**config.mk**
```make
export PLATFORM = sky130hd
export DESIGN_NAME = glucose_level_trend_alert_classifier_unit_flat
export DESIGN_NICKNAME = d
export VERILOG_FILES = /design/src/hdl/glta_pkg.sv /design/src/hdl/glta_if.sv /design/src/hdl/glta_slot_state.sv /design/src/hdl/glta_classify.sv /design/src/hdl/glucose_level_trend_alert_classifier_unit.sv /design/src/flat_wrapper.sv
export VERILOG_INCLUDE_DIRS = /design/src /design/src/hdl
export SDC_FILE = /design/constraint.sdc
export NUM_CORES = 1
export LEC_CHECK = 0
export ABC_CLOCK_PERIOD_IN_PS = 6300
export BUFFER_PORTS_ARGS = -buffer_cell sky130_fd_sc_hd__clkbuf_2
export CAP_MARGIN = 40
export CORE_ASPECT_RATIO = 1.25
export CORE_MARGIN = 1.5
export CORE_UTILIZATION = 43
export DETAILED_ROUTE_END_ITERATION = 7
export PLACE_DENSITY = 0.63
export RECOVER_POWER = 100
export SETUP_SLACK_MARGIN = 0.15
export SLEW_MARGIN = 20
export SYNTH_ARGS = -nofsm -noshare
export SYNTH_HDL_FRONTEND = slang
export SYNTH_SLANG_ARGS = --single-unit
export TNS_END_PERCENT = 100
```
**constraint.sdc**
```tcl
create_clock -name clk -period 6.3 [get_ports clk]
set_input_delay 1.26 -clock clk [delete_from_list [all_inputs] [get_ports clk]]
set_output_delay 1.26 -clock clk [all_outputs]
set_load 0.05 [all_outputs]
```
**src/hdl/glucose_level_trend_alert_classifier_unit_macros.svh**
```systemverilog
// Assertion macros for the glucose level trend alert classifier.
`ifndef GLUCOSE_LEVEL_TREND_ALERT_CLASSIFIER_UNIT_MACROS_SVH
`define GLUCOSE_LEVEL_TREND_ALERT_CLASSIFIER_UNIT_MACROS_SVH

// Same-cycle implication, disabled while reset is asserted.
`define GLTA_ASSERT_NOW(label, clk, rst_n, ante, cons, msg) \
	label: assert property (@(posedge clk) disable iff (!(rst_n)) (ante) |-> (cons)) \
		else $error(msg);

// Next-cycle implication, disabled while reset is asserted.
`define GLTA_ASSERT_NEXT(label, clk, rst_n, ante, cons, msg) \
	label: assert property (@(posedge clk) disable iff (!(rst_n)) (ante) |=> (cons)) \
		else $error(msg);

`endif

```
**src/hdl/glta_pkg.sv**
```systemverilog
// Shared types and constants of the glucose level trend alert classifier.
package glta_pkg;

	localparam int NUM_SLOTS = 16;
	localparam int SLOT_W    = 4;
	localparam int VALUE_W   = 16;
	localparam int CFG_IDX_W = 3;
	localparam int CFG_W     = 16;

	localparam logic [VALUE_W-1:0] HYPO_CRIT_RST  = 16'd54;
	localparam logic [VALUE_W-1:0] HYPO_WARN_RST  = 16'd70;
	localparam logic [VALUE_W-1:0] NORM_HIGH_RST  = 16'd180;
	localparam logic [VALUE_W-1:0] HYPER_CRIT_RST = 16'd250;

	// Trend thresholds on the two-step delta (rate in tenths compared with 1 and 2).
	localparam logic signed [VALUE_W:0] TREND_FAST = 17'sd20;
	localparam logic signed [VALUE_W:0] TREND_SLOW = 17'sd10;

	localparam logic [1:0] SEEN_MAX = 2'd3;

	typedef enum logic [CFG_IDX_W-1:0] {
		REG_HYPO_CRIT  = 3'd0,
		REG_HYPO_WARN  = 3'd1,
		REG_NORM_HIGH  = 3'd2,
		REG_HYPER_CRIT = 3'd3,
		REG_ACTIVE     = 3'd4
	} cfg_reg_t;

	typedef enum logic [1:0] {
		ST_NORMAL   = 2'd0,
		ST_WARNING  = 2'd1,
		ST_CRITICAL = 2'd2,
		ST_OFFLINE  = 2'd3
	} status_t;

	typedef enum logic [2:0] {
		TR_UNKNOWN   = 3'd0,
		TR_RISE_FAST = 3'd1,
		TR_RISE      = 3'd2,
		TR_STABLE    = 3'd3,
		TR_FALL      = 3'd4,
		TR_FALL_FAST = 3'd5
	} trend_t;

	typedef enum logic [1:0] {
		AK_HYPO_CRIT  = 2'd0,
		AK_HYPO_WARN  = 2'd1,
		AK_HYPER_CRIT = 2'd2,
		AK_HYPER_WARN = 2'd3
	} alert_kind_t;

	typedef struct packed {
		logic [SLOT_W-1:0]  patient_slot;
		logic [VALUE_W-1:0] glucose_value;
	} sample_t;

	typedef struct packed {
		logic [SLOT_W-1:0] slot_out;
		logic [1:0]        level_class;
		logic [2:0]        trend_class;
		logic              alert_raised;
		logic [1:0]        alert_kind;
	} result_t;

	typedef struct packed {
		logic [VALUE_W-1:0] hypo_crit;
		logic [VALUE_W-1:0] hypo_warn;
		logic [VALUE_W-1:0] normal_high;
		logic [VALUE_W-1:0] hyper_crit;
	} limits_t;

	typedef struct packed {
		logic [VALUE_W-1:0] last_value;
		logic [VALUE_W-1:0] older_value;
		logic [1:0]         seen_count;
		status_t            status;
	} slot_hist_t;

	localparam slot_hist_t HIST_RESET = '{
		last_value:  '0,
		older_value: '0,
		seen_count:  '0,
		status:      ST_OFFLINE
	};

endpackage

```
**src/hdl/glta_if.sv**
```systemverilog
// Valid/ready channel interfaces for samples and results.
interface glta_sample_if;
	logic              valid;
	logic              ready;
	glta_pkg::sample_t data;

	modport source(output valid, output data, input ready);
	modport sink(input valid, input data, output ready);
endinterface

interface glta_result_if;
	logic              valid;
	logic              ready;
	glta_pkg::result_t data;

	modport source(output valid, output data, input ready);
	modport sink(input valid, input data, output ready);
endinterface

```
**src/hdl/glta_slot_state.sv**
```systemverilog
// Per-slot history register file: one read port, one write port, bulk clear.
module glta_slot_state (
	input  logic                              clk,
	input  logic                              arst_n,
	input  logic [glta_pkg::NUM_SLOTS-1:0]    clear_mask,
	input  logic [glta_pkg::SLOT_W-1:0]       rd_slot,
	output glta_pkg::slot_hist_t              rd_hist,
	input  logic                              wr_en,
	input  logic [glta_pkg::SLOT_W-1:0]       wr_slot,
	input  glta_pkg::slot_hist_t              wr_hist
);

	glta_pkg::slot_hist_t hist_q [glta_pkg::NUM_SLOTS];

	assign rd_hist = hist_q[rd_slot];

	always_ff @(posedge clk or negedge arst_n) begin
		if (!arst_n) begin
			for (int s = 0; s < glta_pkg::NUM_SLOTS; s++) begin
				hist_q[s] <= glta_pkg::HIST_RESET;
			end
		end else begin
			for (int s = 0; s < glta_pkg::NUM_SLOTS; s++) begin
				// Newly activated slots restart from an empty history.
				if (clear_mask[s]) begin
					hist_q[s] <= glta_pkg::HIST_RESET;
				end else if (wr_en && (wr_slot == glta_pkg::SLOT_W'(s))) begin
					hist_q[s] <= wr_hist;
				end
			end
		end
	end

endmodule

```
**src/hdl/glta_classify.sv**
```systemverilog
// Level, trend and alert classification of one sample against its slot history.
module glta_classify (
	input  logic [glta_pkg::VALUE_W-1:0] value,
	input  glta_pkg::slot_hist_t         hist,
	input  glta_pkg::limits_t            limits,
	output glta_pkg::status_t            level,
	output glta_pkg::trend_t             trend,
	output logic                         alert_raised,
	output glta_pkg::alert_kind_t        alert_kind,
	output glta_pkg::slot_hist_t         next_hist
);

	logic                                below_crit;
	logic                                below_warn;
	logic                                above_crit;
	logic                                above_warn;
	logic signed [glta_pkg::VALUE_W:0]   delta;

	assign below_crit = value < limits.hypo_crit;
	assign below_warn = value < limits.hypo_warn;
	assign above_crit = value > limits.hyper_crit;
	assign above_warn = value > limits.normal_high;

	assign delta = $signed({1'b0, value}) - $signed({1'b0, hist.older_value});

	always_comb begin
		if (below_crit || above_crit) begin
			level = glta_pkg::ST_CRITICAL;
		end else if (below_warn || above_warn) begin
			level = glta_pkg::ST_WARNING;
		end else begin
			level = glta_pkg::ST_NORMAL;
		end
	end

	// Third sample onward has a trend; the count before this sample is at least two.
	always_comb begin
		if (hist.seen_count < 2'd2) begin
			trend = glta_pkg::TR_UNKNOWN;
		end else if (delta > glta_pkg::TREND_FAST) begin
			trend = glta_pkg::TR_RISE_FAST;
		end else if (delta > glta_pkg::TREND_SLOW) begin
			trend = glta_pkg::TR_RISE;
		end else if (delta < -glta_pkg::TREND_FAST) begin
			trend = glta_pkg::TR_FALL_FAST;
		end else if (delta < -glta_pkg::TREND_SLOW) begin
			trend = glta_pkg::TR_FALL;
		end else begin
			trend = glta_pkg::TR_STABLE;
		end
	end

	always_comb begin
		alert_raised = 1'b0;
		alert_kind   = glta_pkg::AK_HYPO_CRIT;
		if (level != hist.status) begin
			if (below_crit) begin
				alert_raised = 1'b1;
				alert_kind   = glta_pkg::AK_HYPO_CRIT;
			end else if (below_warn) begin
				alert_raised = 1'b1;
				alert_kind   = glta_pkg::AK_HYPO_WARN;
			end else if (above_crit) begin
				alert_raised = 1'b1;
				alert_kind   = glta_pkg::AK_HYPER_CRIT;
			end else if (above_warn) begin
				alert_raised = 1'b1;
				alert_kind   = glta_pkg::AK_HYPER_WARN;
			end
		end
	end

	always_comb begin
		next_hist.older_value = hist.last_value;
		next_hist.last_value  = value;
		next_hist.status      = level;
		if (hist.seen_count == glta_pkg::SEEN_MAX) begin
			next_hist.seen_count = hist.seen_count;
		end else begin
			next_hist.seen_count = hist.seen_count + 2'd1;
		end
	end

endmodule

```
**src/hdl/glucose_level_trend_alert_classifier_unit.sv**
```systemverilog
// Top level of the glucose level trend alert classifier.
//
//   channel  | dir | payload                                              | beat when
//   ---------+-----+------------------------------------------------------+-------------------
//   sample   | in  | patient_slot, glucose_value                          | valid & ready
//   result   | out | slot_out, level_class, trend_class, alert_raised,    | valid & ready
//            |     | alert_kind                                           |
//   cfg      | in  | cfg_we, cfg_index, cfg_wdata (write only)            | cfg_we high
//
// One sample per cycle sustained while the result register is not stalled. A
// sample waits in the input register, where the slot history is read, classified
// and written back; its result is loaded into the result register once it is
// free. Reset clears all limits to defaults, all slots inactive and all histories
// offline at once. A stalled result holds the input register; samples for inactive
// slots drop there without needing the result register.
module glucose_level_trend_alert_classifier_unit (
	input  logic                            clk,
	input  logic                            arst_n,
	glta_sample_if.sink                     sample,
	glta_result_if.source                   result,
	input  logic                            cfg_we,
	input  logic [glta_pkg::CFG_IDX_W-1:0]  cfg_index,
	input  logic [glta_pkg::CFG_W-1:0]      cfg_wdata
);

	`include "glucose_level_trend_alert_classifier_unit_macros.svh"

	// Configuration registers.
	glta_pkg::limits_t                    limits_q;
	logic [glta_pkg::NUM_SLOTS-1:0]       active_q;
	logic [glta_pkg::NUM_SLOTS-1:0]       clear_mask;

	// Input register stage.
	logic                                 valid_s1;
	logic [glta_pkg::SLOT_W-1:0]          slot_s1;
	logic [glta_pkg::VALUE_W-1:0]         value_s1;
	logic                                 hit_s1;
	logic                                 in_range_s1;

	// Result register.
	logic                                 res_valid_q;
	glta_pkg::result_t                    res_q;

	logic                                 out_free;
	logic                                 advance_s1;
	logic                                 wr_en;

	glta_pkg::slot_hist_t                 rd_hist;
	glta_pkg::slot_hist_t                 next_hist;
	glta_pkg::status_t                    level;
	glta_pkg::trend_t                     trend;
	logic                                 alert_raised;
	glta_pkg::alert_kind_t                alert_kind;

	// Configuration writes: slots whose active bit rises get a fresh history.
	always_comb begin
		clear_mask = '0;
		if (cfg_we && (cfg_index == glta_pkg::REG_ACTIVE)) begin
			clear_mask = cfg_wdata[glta_pkg::NUM_SLOTS-1:0] & ~active_q;
		end
	end

	always_ff @(posedge clk or negedge arst_n) begin
		if (!arst_n) begin
			limits_q.hypo_crit   <= glta_pkg::HYPO_CRIT_RST;
			limits_q.hypo_warn   <= glta_pkg::HYPO_WARN_RST;
			limits_q.normal_high <= glta_pkg::NORM_HIGH_RST;
			limits_q.hyper_crit  <= glta_pkg::HYPER_CRIT_RST;
			active_q             <= '0;
		end else if (cfg_we) begin
			case (cfg_index)
				glta_pkg::REG_HYPO_CRIT:  limits_q.hypo_crit   <= cfg_wdata;
				glta_pkg::REG_HYPO_WARN:  limits_q.hypo_warn   <= cfg_wdata;
				glta_pkg::REG_NORM_HIGH:  limits_q.normal_high <= cfg_wdata;
				glta_pkg::REG_HYPER_CRIT: limits_q.hyper_crit  <= cfg_wdata;
				glta_pkg::REG_ACTIVE:     active_q <= cfg_wdata[glta_pkg::NUM_SLOTS-1:0];
				default: begin
					// Unused register index: drop the write.
				end
			endcase
		end
	end

	// Handshake: the input register advances when empty, when its sample drops,
	// or when the result register can take the new result.
	assign in_range_s1 = {1'b0, slot_s1} < (glta_pkg::SLOT_W + 1)'(glta_pkg::NUM_SLOTS);
	assign hit_s1      = valid_s1 && in_range_s1 && active_q[slot_s1];
	assign out_free    = !res_valid_q || result.ready;
	assign advance_s1  = !valid_s1 || !hit_s1 || out_free;
	assign wr_en       = hit_s1 && out_free;

	assign sample.ready = advance_s1;

	always_ff @(posedge clk or negedge arst_n) begin
		if (!arst_n) begin
			valid_s1 <= 1'b0;
		end else if (advance_s1) begin
			valid_s1 <= sample.valid;
		end
	end

	always_ff @(posedge clk) begin
		if (advance_s1 && sample.valid) begin
			slot_s1  <= sample.data.patient_slot;
			value_s1 <= sample.data.glucose_value;
		end
	end

	glta_slot_state u_state (
		.clk        (clk),
		.arst_n     (arst_n),
		.clear_mask (clear_mask),
		.rd_slot    (slot_s1),
		.rd_hist    (rd_hist),
		.wr_en      (wr_en),
		.wr_slot    (slot_s1),
		.wr_hist    (next_hist)
	);

	glta_classify u_classify (
		.value        (value_s1),
		.hist         (rd_hist),
		.limits       (limits_q),
		.level        (level),
		.trend        (trend),
		.alert_raised (alert_raised),
		.alert_kind   (alert_kind),
		.next_hist    (next_hist)
	);

	// Result register: load on a hit, drain when the sink takes the beat.
	always_ff @(posedge clk or negedge arst_n) begin
		if (!arst_n) begin
			res_valid_q <= 1'b0;
		end else if (wr_en) begin
			res_valid_q <= 1'b1;
		end else if (result.ready) begin
			res_valid_q <= 1'b0;
		end
	end

	always_ff @(posedge clk) begin
		if (wr_en) begin
			res_q.slot_out     <= slot_s1;
			res_q.level_class  <= level;
			res_q.trend_class  <= trend;
			res_q.alert_raised <= alert_raised;
			res_q.alert_kind   <= alert_kind;
		end
	end

	assign result.valid = res_valid_q;
	assign result.data  = res_q;

	// An alert never comes with a normal level.
	`GLTA_ASSERT_NOW(a_alert_not_normal, clk, arst_n, res_valid_q && res_q.alert_raised, res_q.level_class != glta_pkg::ST_NORMAL, "alert raised with normal level")
	// Every history update produces a result beat.
	`GLTA_ASSERT_NEXT(a_update_gives_result, clk, arst_n, wr_en, res_valid_q, "history updated without result")
	// A dropped sample never produces a result.
	`GLTA_ASSERT_NEXT(a_drop_no_result, clk, arst_n, valid_s1 && !hit_s1 && !res_valid_q, !res_valid_q, "dropped sample produced a result")

endmodule
```
**src/flat_wrapper.sv**
```systemverilog
// flat-port wrapper written by rule: the top's interface ports become plain ports
module glucose_level_trend_alert_classifier_unit_flat 
  (clk, arst_n, cfg_we, cfg_index, cfg_wdata, sample_valid, sample_data, sample_ready, result_valid, result_data, result_ready);
  glta_sample_if sample_i ();
  glta_result_if result_i ();
  input  logic clk;
  input  logic arst_n;
  input  logic cfg_we;
  input  logic [glta_pkg::CFG_IDX_W-1:0] cfg_index;
  input  logic [glta_pkg::CFG_W-1:0] cfg_wdata;
  input wire logic [$bits(sample_i.valid)-1:0] sample_valid;
  input wire logic [$bits(sample_i.data)-1:0] sample_data;
  output wire logic [$bits(sample_i.ready)-1:0] sample_ready;
  output wire logic [$bits(result_i.valid)-1:0] result_valid;
  output wire logic [$bits(result_i.data)-1:0] result_data;
  input wire logic [$bits(result_i.ready)-1:0] result_ready;
  assign sample_i.valid = sample_valid;
  assign sample_i.data = sample_data;
  assign sample_ready = sample_i.ready;
  assign result_valid = result_i.valid;
  assign result_data = result_i.data;
  assign result_i.ready = result_ready;
  glucose_level_trend_alert_classifier_unit u_core (.clk(clk), .arst_n(arst_n), .sample(sample_i), .result(result_i), .cfg_we(cfg_we), .cfg_index(cfg_index), .cfg_wdata(cfg_wdata));
endmodule
```
==> reports/qor_table.md <==
| Group | Quantity | Reported |
|:---|:---|:---|
| die | Area of the core region | 74600 µm² |
| power and ir drop | Maximum resistive drop on vdd | 186 µV |
| worst setup path | Maximum cell stage delay along the critical path | 1190 ps |
| outcome | Run status | complete, but fails checks |
| routing | Violation count after the first detailed-route iteration | 2051 |
| worst setup path | Kind of end point of the critical path | register |
| sta | Total negative setup slack | 0 ps |
| yosys | Cell type with the largest total area after synthesis | sky130_fd_sc_hd__dfrtp_1 |
| worst setup path | Biggest fanout along the worst timing path | 36 |
| die | Site Rows | 112 |
| routing | Final ANT Viol Nets | 0 |
| routing | Highest metal layer with signal wires | met5 |
| place | Routability Congestion | 0.896 |
| layout | Number of nets in the layout | 2454 |
| routing | Wire per inst | 29.4 µm |
| routing | Post-Route M1 WL | 37.6 mm |
| power and ir drop | Total power | 14.2 mW |
| routing | Post-route DRC violation count | 6 |
| clock network | CTS clk-pin slew, worst paths | 60 ps |
| yosys | Synthesized area per cell | 13.8 µm² |
| yosys | Largest cells by area after synthesis | sky130_fd_sc_hd__dfrtp_1, sky130_fd_sc_hd__a22o_1, sky130_fd_sc_hd__mux4_2 |
| clock network | Clock buffers created by TritonCTS | 69 |
| worst setup path | Worst Path Class, Setup | register to register |
| yosys | Commonest register cell after synthesis | sky130_fd_sc_hd__dfrtp_1 |
| die | Die footprint | 76800 µm² |
| clock network | Number of resized instances in the post-cts repair step | 0 |
| sta | Clock skew | 14.0 ps |
| worst hold path | Kind of path behind the tightest hold check | register to register |
| sta | Minimum clock period | 5440 ps |
| clock network | Clk buf depth | 3 |
| clock network | Clock Latency Late Sink | 610 ps |
| yosys | Synth Net Count | 2461 |
| sta | Transition time at the pin with the least slew margin | 3850 ps |
| global route | Global router's overall resource usage | 26.2% |
| sta | Final Setup Violations | 0 |
| yosys | Number of warnings reported in the yosys synthesis log | 0 |
| global route | Pin count of the biggest net entering global routing | 172 |
| global route | Total overflow reported by the global router | 0 |
| job | Max-cap violations | 12 |
| yosys | Proportion of netlist area held by the largest area contributor | 47.2% |
| die | Die H | 309 µm |
| worst setup path | Data required, critical path | 6800 ps |
| yosys | Post-synthesis instance area | 32300 µm² |
| yosys | Post-synth EDFFs | 32 |
| worst setup path | Worst path top cell family by delay | buffers and inverters |
| die | Number of placed I/O pins | 58 |
| power and ir drop | Cell area power density | 399 nW/µm² |
| die | Floorplan die width | 248 µm |
| worst setup path | Arrival time reported for the critical path endpoint | 5940 ps |
| clock network | Clock net sink count | 690 |
| routing | Vias per std cell | 6.56 |
| clock network | Root buffer cell | sky130_fd_sc_hd__clkbuf_16 |
| sta | Endpoints failing hold | 0 |
| layout | Non-filler instance count after layout | 3355 |
| sta | Setup repair after global routing missed its margin | false |
| worst setup path | CP Cell Sequence | clkbuf_1 -> buf_4 -> o211a_1 -> nand3b_1 -> nor2_2 -> a31oi_4 -> clkbuf_2 -> a22o_1 |
| sta | Maximum frequency from static timing analysis | 184 MHz |
| clock network | CTS Hold Buffers Added | 0 |
| global route | Vias in the first global route | 22953 |
| layout | Sequential cell area | 17500 µm² |
| routing | Sum of met3 wire segment lengths after detailed routing | 7.79 mm |
| layout | Fraction of layout instances using a drive strength above 1 | 20.5% |
| routing | First-pass iteration count of the detailed router | 7 |
| sta | Post-Route Hold Slack | 459 ps |
| layout | Syn-to-layout area delta | 9.90% |
| global route | Global-route wire length before repair | 149 mm |
| routing | Overall routed net length | 98.8 mm |
| routing | Met2 wirelength from detailed routing | 48.5 mm |
| yosys | Gate count after technology mapping | 2338 |
| layout | Final core utilization | 47.6% |
| yosys | Count of unique library cells instantiated by Yosys | 72 |
| routing | Total number of vias | 22008 |
| place | Placed Instances | 3227 |
| global route | Initial antenna violation count | 3 |
| layout | Filler cell count | 6425 |
| clock network | CTS tree | yes |
| layout | Multi-input gate area | 13000 µm² |
| yosys | Register area share after synthesis | 54.2% |
| die | Effective utilization at floorplan | 43.3% |
| sta | Max Slew Vio Count | 725 |
| clock network | Post-CTS setup buffers | 0 |
| yosys | Number of synthesized register bits | 690 |
| sta | Final period util | 86.4% |
| place | Total of buffers placed on input and output ports | 57 |
| worst setup path | Critical path startpoint category | register |
| place | Hpwl dp | 55.8 mm |
| clock network | H-tree Lvls | 3 |
| worst setup path | Cell type of the slowest stage on the worst timing path | sky130_fd_sc_hd__nor2_2 |
| yosys | Share of synthesized registers carrying an async set or reset | 95.4% |
| power and ir drop | Leak | 16.2 nW |
| worst setup path | Buffering stage count on the worst path with inverters included | 3 |
| sta | Slew headroom | -157% |
| outcome | Violations in the final reports | DRC, capacitance limit, slew limit |
==> cell usage after synthesis (all sizes together), types with 23 or more instances <==
master / n
inv: 132
ha: 78
buf: 155
dfstp: 49
clkbuf: 62
a21oi: 43
o2bb2ai: 32
dfrtp: 609
edfxtp: 32
a22o: 512
o21ai: 82
mux4: 184
nor2: 43
a21o: 23
nand2: 90
==> flip-flops by register name (all words and copies together) (netlist names) <==
register               count
u_core.limits_q           64
u_core.slot_s1             4
u_core.result.valid        1
u_core.value_s1           16
u_core.valid_s1            1
u_core.active_q           16
u_core.u_state.hist_q    576
u_core.result.data        12
==> layout by cell type (no fill, tap or decap), types with 17 or more instances in the layout <==
master	n
sky130_fd_sc_hd__a21oi_1	43
sky130_fd_sc_hd__a21o_1	23
sky130_fd_sc_hd__clkbuf_2	49
sky130_fd_sc_hd__nand2_1	90
sky130_fd_sc_hd__a22o_1	512
sky130_fd_sc_hd__o21ai_0	80
sky130_fd_sc_hd__inv_1	132
sky130_fd_sc_hd__a2bb2oi_1	17
sky130_fd_sc_hd__edfxtp_1	32
sky130_fd_sc_hd__mux2_2	19
sky130_fd_sc_hd__nor2_1	34
sky130_fd_sc_hd__clkbuf_1	56
sky130_fd_sc_hd__buf_4	42
sky130_fd_sc_hd__o2bb2ai_1	32
sky130_fd_sc_hd__mux4_2	184
sky130_fd_sc_hd__dfrtp_1	609
sky130_fd_sc_hd__dfstp_2	49
sky130_fd_sc_hd__ha_1	78
sky130_fd_sc_hd__clkbuf_16	71
==> tightest hold or removal path: stages, from the launching register on <==
cell and delay, ps:
sky130_fd_sc_hd__dfstp_2 370, sky130_fd_sc_hd__inv_1 40, sky130_fd_sc_hd__a21oi_1 50
==> per-stage QoR <==
| stage | setup WS [ps] | instance area [µm²] |
|---|---|---|
| floorplan | 1290 | 32300 |
| global placement | 1300 | 33400 |
| detailed placement | 1300 | 33500 |
| CTS | 1270 | 35900 |
| global route | 529 | 35500 |
| finish | 858 | 35500 |
==> logic make-up after synthesis <==
family	Yosys count	share of synthesized area, %
multiplexers	208	13.7
AND/OR/NAND/NOR	235	4.01
flip-flops	690	54.2
adder cells (fa/ha/maj)	79	3.08
XOR/XNOR	9	0.244
AO/OA/AOI/OAI	768	19.9
buffers and inverters	349	4.97
==> layer usage <==
metal	up-vias	track usage [%]
met5	-	0
met4	2	12.4
met3	319	4.78
met2	1106	43.8
met1	11621	32.8
li1	8960	-
==> power breakdown <==
group	internal, mW	total (mW)	switching (mW)
Combinational	1.69	3.36	1.67
Sequential	5.69	6.33	0.639
Clock	2.68	4.49	1.81
==> cell type report <==
| cell class | instances | share of cell area, % |
|---|---|---|
| multi-input combinational | 1299 | 36.7 |
| timing repair buffer | 139 | 2.39 |
| sequential | 690 | 49.3 |
| clock buffer | 97 | 5.53 |
| tap | 969 | 3.42 |
| antenna | 2 | 0.0141 |
| clock inverter | 27 | 1.30 |
| inverter | 132 | 1.40 |
==> path summary, 6_finish.rpt <==
path	from	slack [ps]	depth (start not counted)	end
min in group asynchronous	arst_n	700	1	u_core.u_state.hist_q[38]
worst min-delay path	u_core.u_state.hist_q[505]	460	2	u_core.u_state.hist_q[505]
worst min register to register	u_core.u_state.hist_q[505]	460	2	u_core.u_state.hist_q[505]
worst max register to register	u_core.slot_s1[2]	860	8	u_core.u_state.hist_q[199]
max in group asynchronous	arst_n	1260	2	u_core.u_state.hist_q[257]
worst max-delay path	u_core.slot_s1[2]	860	8	u_core.u_state.hist_q[199]
Power figures use the tool's default switching activity.
